--- config.mk ---
export PLATFORM = sky130hd
export DESIGN_NAME = nrsm_mul
export DESIGN_NICKNAME = d
export VERILOG_FILES = /design/src/rtl/core/nrsm_pkg.sv /design/src/rtl/core/nrsm_mul.sv
export SDC_FILE = /design/constraint.sdc
export NUM_CORES = 2
export LEC_CHECK = 0
export BUFFER_PORTS_ARGS = -buffer_cell sky130_fd_sc_hd__buf_4
export CORE_MARGIN = 5
export CORE_UTILIZATION = 51
export DETAILED_ROUTE_END_ITERATION = 12
export PLACE_DENSITY = 0.66
export REMOVE_ABC_BUFFERS = 1
export SKIP_CTS_REPAIR_TIMING = 1
export SLEW_MARGIN = 40
export SYNTH_ARGS = -nofsm -noshare
export SYNTH_HDL_FRONTEND = slang
export SYNTH_SLANG_ARGS = --single-unit
export TNS_END_PERCENT = 100
--- constraint.sdc ---
create_clock -name clk -period 9.4 [get_ports clk]
set_input_delay 0.94 -clock clk [delete_from_list [all_inputs] [get_ports clk]]
set_output_delay 0.94 -clock clk [all_outputs]
set_load 0.03 [all_outputs]
--- src/rtl/core/nrsm_pkg.sv ---
// Shared types, constants and the arctangent table of the nearest road segment matcher.
`timescale 1ns / 1ps
package nrsm_pkg;

	// shared multiplier operand and product widths
	localparam int MW = 35;
	localparam int PW = 2 * MW;

	localparam logic [30:0] DIST_SENTINEL = 31'h7FFF_FFFF;
	localparam logic [30:0] Q30_ONE       = 31'h4000_0000;
	localparam logic [33:0] CORDIC_GAIN   = 34'd652032874;   // 0.607252935 in Q30
	localparam logic [MW-1:0] DEG_TO_BAM  = 35'd1281023894;  // 1e-7 deg to 2^32/360, Q30
	localparam logic [MW-1:0] EARTH_CIRC  = 35'd4003017359;  // 2*pi*6371 km in cm

	// last iteration index of the shift-subtract unit, per mode
	localparam logic [4:0] DIV_LAST  = 5'd29;
	localparam logic [4:0] SQRT_LAST = 5'd31;

	typedef struct packed {
		logic start;
		logic vect;
	} cor_cmd_t;

	typedef struct packed {
		logic start;
		logic sqrt;
	} sqd_cmd_t;

	typedef struct packed {
		logic busy;
		logic done;
	} unit_stat_t;

	// atan(2^-i) as binary angle, 2^32 = 360 degrees
	function automatic logic [30:0] atan_bam(input logic [4:0] idx);
		logic [30:0] r;
		case (idx)
			5'd0:  r = 31'd536870912;
			5'd1:  r = 31'd316933406;
			5'd2:  r = 31'd167458907;
			5'd3:  r = 31'd85004756;
			5'd4:  r = 31'd42667331;
			5'd5:  r = 31'd21354465;
			5'd6:  r = 31'd10679838;
			5'd7:  r = 31'd5340245;
			5'd8:  r = 31'd2670163;
			5'd9:  r = 31'd1335087;
			5'd10: r = 31'd667544;
			5'd11: r = 31'd333772;
			5'd12: r = 31'd166886;
			5'd13: r = 31'd83443;
			5'd14: r = 31'd41722;
			5'd15: r = 31'd20861;
			5'd16: r = 31'd10430;
			5'd17: r = 31'd5215;
			5'd18: r = 31'd2608;
			5'd19: r = 31'd1304;
			5'd20: r = 31'd652;
			5'd21: r = 31'd326;
			5'd22: r = 31'd163;
			5'd23: r = 31'd81;
			5'd24: r = 31'd41;
			5'd25: r = 31'd20;
			5'd26: r = 31'd10;
			5'd27: r = 31'd5;
			5'd28: r = 31'd3;
			5'd29: r = 31'd1;
			5'd30: r = 31'd1;
			default: r = 31'd0;
		endcase
		return r;
	endfunction

endpackage

--- src/rtl/core/nrsm_mul.sv ---
// Shared signed multiplier with registered product.
`timescale 1ns / 1ps
module nrsm_mul
	import nrsm_pkg::*;
(
	input  logic                 clk,
	input  logic signed [MW-1:0] a,
	input  logic signed [MW-1:0] b,
	output logic signed [PW-1:0] p_s1
);

	always_ff @(posedge clk) begin
		p_s1 <= a * b;
	end

endmodule

# After elaboration in Yosys (flattened, before gate mapping)
# Index checks and enable logic that the tools add are counted.
# classes
addsub,0
mul,1
div_mod_pow,0
n_lt_le_gt_ge,0
n_eq_ne,0
n_shift,0
n_mux,0
bitwise_logic,0
reduce_logical,0
# op_table
operator,count
multiplier 35 x 35 -> 70 bit,1
# totals
regBits,70
latchBits,0
ramBits,0
rom_bits,0
in_bits,71
output_inout_bits,70
word_cells,2
n_memories,0

# Longest topological paths before layout
# depth
ltp_word,1
mapped_depth,30

# Worst setup path after synthesis
# Ideal clock, no wire load.
# synth_timing
path_type,in2reg
from,input port a[34]
to,register p_s1[68]
setup_ns,0.123
arrival_time_ns,8.805
required_ns,9.277
slack_ns,0.472
cell_stages,28
path_buffers,3
path_cell_list,clkbuf_1 clkbuf_1 nand2_1 inv_1 fa_1 fa_1 fa_1 inv_1 fa_1 inv_1 fa_1 fa_1 fa_1 inv_1 fa_1 inv_1 ha_1 buf_4 a21o_1 a21o_1 a21oi_1 o21ai_0 a221o_1 a21o_1 a31oi_1 o21a_1 o21ai_1 xor2_1
# synth_between
elab_chain_len,1
# synth_lines
element,line,source
"start, declared",nrsm_mul.sv:7,"input logic signed [MW-1:0] a,"
multiplier 35 x 35 -> 70 bit,nrsm_mul.sv:13,p_s1 <= a * b;
"end signal, assigned",nrsm_mul.sv:13,
"end, declared",nrsm_mul.sv:9,output logic signed [PW-1:0] p_s1
# Every way passes these cells.

# Worst setup path after layout
# layout_timing
from,input port b[11]
to,register p_s1[68]
# layout_between
elab_chain_len,1
# layout_lines
element,line,source
"start, declared",nrsm_mul.sv:8,"input logic signed [MW-1:0] b,"
multiplier 35 x 35 -> 70 bit,nrsm_mul.sv:13,
# Every way passes these cells.

==> impl_table.tex <==
\begin{tabular}{lr}
\hline
Metric & Value \\
\hline
\multicolumn{2}{l}{\textbf{Floorplan}} \\
\quad Core region area & 0.08702 sq mm \\
\quad Cell Rows & 108 \\
\quad Die Y-Extent & 306.5 microns \\
\quad Width of the die & 306.5 microns \\
\quad Die footprint & 0.09395 sq mm \\
\quad Effective utilization at floorplan & 0.5153 \\
\quad Top-level port count & 141 \\
\multicolumn{2}{l}{\textbf{Layout}} \\
\quad Most used cells in the layout excluding fill and tap cells & fa\_1 (1310), inv\_1 (1158), and2\_1 (667), nand2\_1 (569), ha\_1 (207) \\
\quad Top flop regs & p\_s1: 70 flops \\
\quad \# fillers & 7885 \\
\quad Area taken by multi-input logic gates & 0.03804 sq mm \\
\quad Register with the most flip-flops & p\_s1 \\
\quad Fin nets & 6184 \\
\quad Post-route insts no fill & 5757 \\
\quad Reg area & 0.001401 sq mm \\
\quad Most common cell after layout, fill and taps aside & fa\_1 \\
\quad Flip-flop count of the largest register, all copies and words added & 70 \\
\quad Syn-to-layout area delta & 4.367\% \\
\quad Ratio of cells with drive above 1 in the final layout & 0.04435 \\
\multicolumn{2}{l}{\textbf{Drt}} \\
\quad Wire length after detailed routing & 123200 microns \\
\quad Number of design rule violations left after detail routing & 0 \\
\quad Antenna-violating nets left & 0 \\
\quad Drt initial violations & 1949 \\
\quad Initial DRT Pass Iterations & 6 \\
\quad Routed via count & 31090 \\
\quad Avg Vias per Cell & 5.400 \\
\quad Average routed wire per standard cell & 21.41 microns \\
\multicolumn{2}{l}{\textbf{STA}} \\
\quad Final count of pins violating max slew & 0 \\
\quad Final hold vios & 0 \\
\quad Peak clock frequency supported by timing & 113.6 MHz \\
\quad RSZ-0062 raised after global routing & no \\
\quad Finish-stage setup viols & 0 \\
\quad Fin crit share & 0.9367 \\
\quad Max-Slew Margin vs Limit & 0.4354 \\
\quad Final critical-path setup slack & 594.7 ps \\
\quad Final-layout setup total negative slack & 0 ps \\
\quad Clock period minus worst slack & 8805 ps \\
\quad Transition at the pin with the smallest max-transition slack & 846.9 ps \\
\multicolumn{2}{l}{\textbf{Logic synthesis}} \\
\quad Largest cells by area after synthesis & fa\_1 (59\%), inv\_1 (9.7\%), and2\_1 (9.3\%), ha\_1 (5.8\%), nand2\_1 (4.8\%) \\
\quad Sequential area share after synthesis & 0.03125 \\
\quad Synthesized area & 0.04484 sq mm \\
\quad Count of flip-flops with a built-in enable after synthesis & 0 \\
\quad Per-instance average area after synthesis & 9.599 sq um \\
\quad Post-synthesis async set-or-reset flop share & 0 \\
\quad Top FF cell, synth & dfxtp\_1 \\
\quad Post-synth top area cell & fa\_1 \\
\quad Register bit total from synthesis & 70 \\
\quad Distinct cells, synth & 71 \\
\quad Cells after Synth & 4671 \\
\quad Number of synthesis warnings & 0 \\
\quad Portion of synthesized cell area occupied by the leading cell type & 0.5853 \\
\multicolumn{2}{l}{\textbf{Outcome}} \\
\quad Outcome & finished clean \\
\multicolumn{2}{l}{\textbf{Run}} \\
\quad Number of max-cap violations & 0 \\
\multicolumn{2}{l}{\textbf{CTS}} \\
\quad Worst-case clock buffer depth & 2 \\
\quad Number of clock sinks seen by CTS & 70 \\
\quad Number of buffers inserted during clock tree synthesis & 9 \\
\quad Clock input transition at the sequential cells of the worst setup and hold paths & 80 ps \\
\quad Number of levels the H-tree was split into & 3 \\
\quad CTS tree & yes \\
\quad Clock root buffer & clkbuf\_16 \\
\multicolumn{2}{l}{\textbf{Placed design}} \\
\quad Worst setup timing slack at the placement stage & 294.7 ps \\
\quad Routability congestion estimate from global placement & 0.9579 \\
\quad Placed Instances & 5739 \\
\quad Half-perimeter wire length after placement & 92680 microns \\
\quad Quantity of I/O buffers inserted on ports & 140 \\
\multicolumn{2}{l}{\textbf{Setup path}} \\
\quad WP buf/inv & 8 \\
\quad Category of the most critical setup path & in -> reg \\
\quad Arrival time worst endpoint & 9080 ps \\
\quad Worst Path Required & 9670 ps \\
\quad Max stage delay cell, worst path & a21oi\_1 \\
\quad Largest delay share family, worst path & adder cells \\
\quad Top cell by count, worst path & fa\_1 \\
\quad Critical-path maximum fanout & 26 \\
\quad Start point of the critical path & b[11] \\
\quad Critical path startpoint category & input pin \\
\quad Highest cell delay on the worst timing path & 680 ps \\
\quad Critical Path Sink Type & register \\
\multicolumn{2}{l}{\textbf{Global route}} \\
\quad Maximum number of pins on one net before global-route repair & 36 \\
\quad Total routing usage reported by global routing & 0.2756 \\
\quad Antenna violations before repair & 7 \\
\quad Total gr overflow & 0 \\
\quad Number of global-route vias before repair & 34700 \\
\quad First-pass GRT wire length & 198900 microns \\
\multicolumn{2}{l}{\textbf{Min path}} \\
\quad Min-Delay Startpoint & a[0] \\
\quad Min-Delay Path Class & in -> reg \\
\hline
\end{tabular}
routing by layer:
metal,GRT usage,part of all wire
met1,0.3690,0.40
met2,0.4581,0.48
met3,0.05231,0.081
met4,0.09313,0.041
met5,0,0.00011
final timing paths:
path / cells after the start / end
max: 28 / p_s1[68]
min: 2 / p_s1[0]
synth_stat cells (3+ instances only):
library cell	number
clkbuf_1	230
ha_1	207
nand3_1	7
fa_1	1311
buf_1	3
a211oi_1	3
a21o_1	38
o21ai_0	32
o21bai_1	12
nand2_1	569
a21oi_1	75
o21a_1	9
xor2_1	25
and2_1	667
nand2b_1	15
and4_1	3
inv_1	1158
a31oi_1	8
xnor2_1	54
nor2b_1	5
buf_4	8
a211o_1	3
nand4_1	16
o21ai_1	13
dfxtp_1	70
nor2_1	52
o21ai_2	3
buf_6	8
o211ai_1	5
and3_1	11
final cells by class:
cell class / count / share of cell area
antenna: 2 / 0.0001069
clock buffer: 10 / 0.004893
clock inverter: 6 / 0.002005
inverter: 1159 / 0.09296
multi-input combinational: 3191 / 0.8129
sequential: 70 / 0.02994
tap: 1155 / 0.03088
timing repair buffer: 164 / 0.02631
metrics by stage:
step / area (sq um) / hold slack (ps) / utilization
2_1_floorplan: 43790 / 1062 / -
3_3_place_gp: 46470 / 1369 / 0.5340
3_5_place_dp: 46470 / 1369 / 0.5340
4_1_cts: 46790 / 974.0 / 0.5377
5_1_grt: 46790 / 995.0 / 0.5377
6_report: 46800 / 998.4 / 0.5378
cells by family (layout without fill, tap and decap cells):
family / Yosys count / count (layout) / synth area share
DFF: 70 / 70 / 0.03125
other: 0 / 2 / 0
buffers and inverters: 1410 / 1339 / 0.1204
adders and majority gates: 1518 / 1518 / 0.6431
xor gates and xnor gates: 79 / 79 / 0.01543
and+or+nand+nor: 1365 / 1365 / 0.1563
AOI/OAI and AO/OA: 229 / 229 / 0.03351
Power is left out: the tool's default activity adds up to more than one toggle a clock period on the data nets, which glitch-free logic cannot reach.
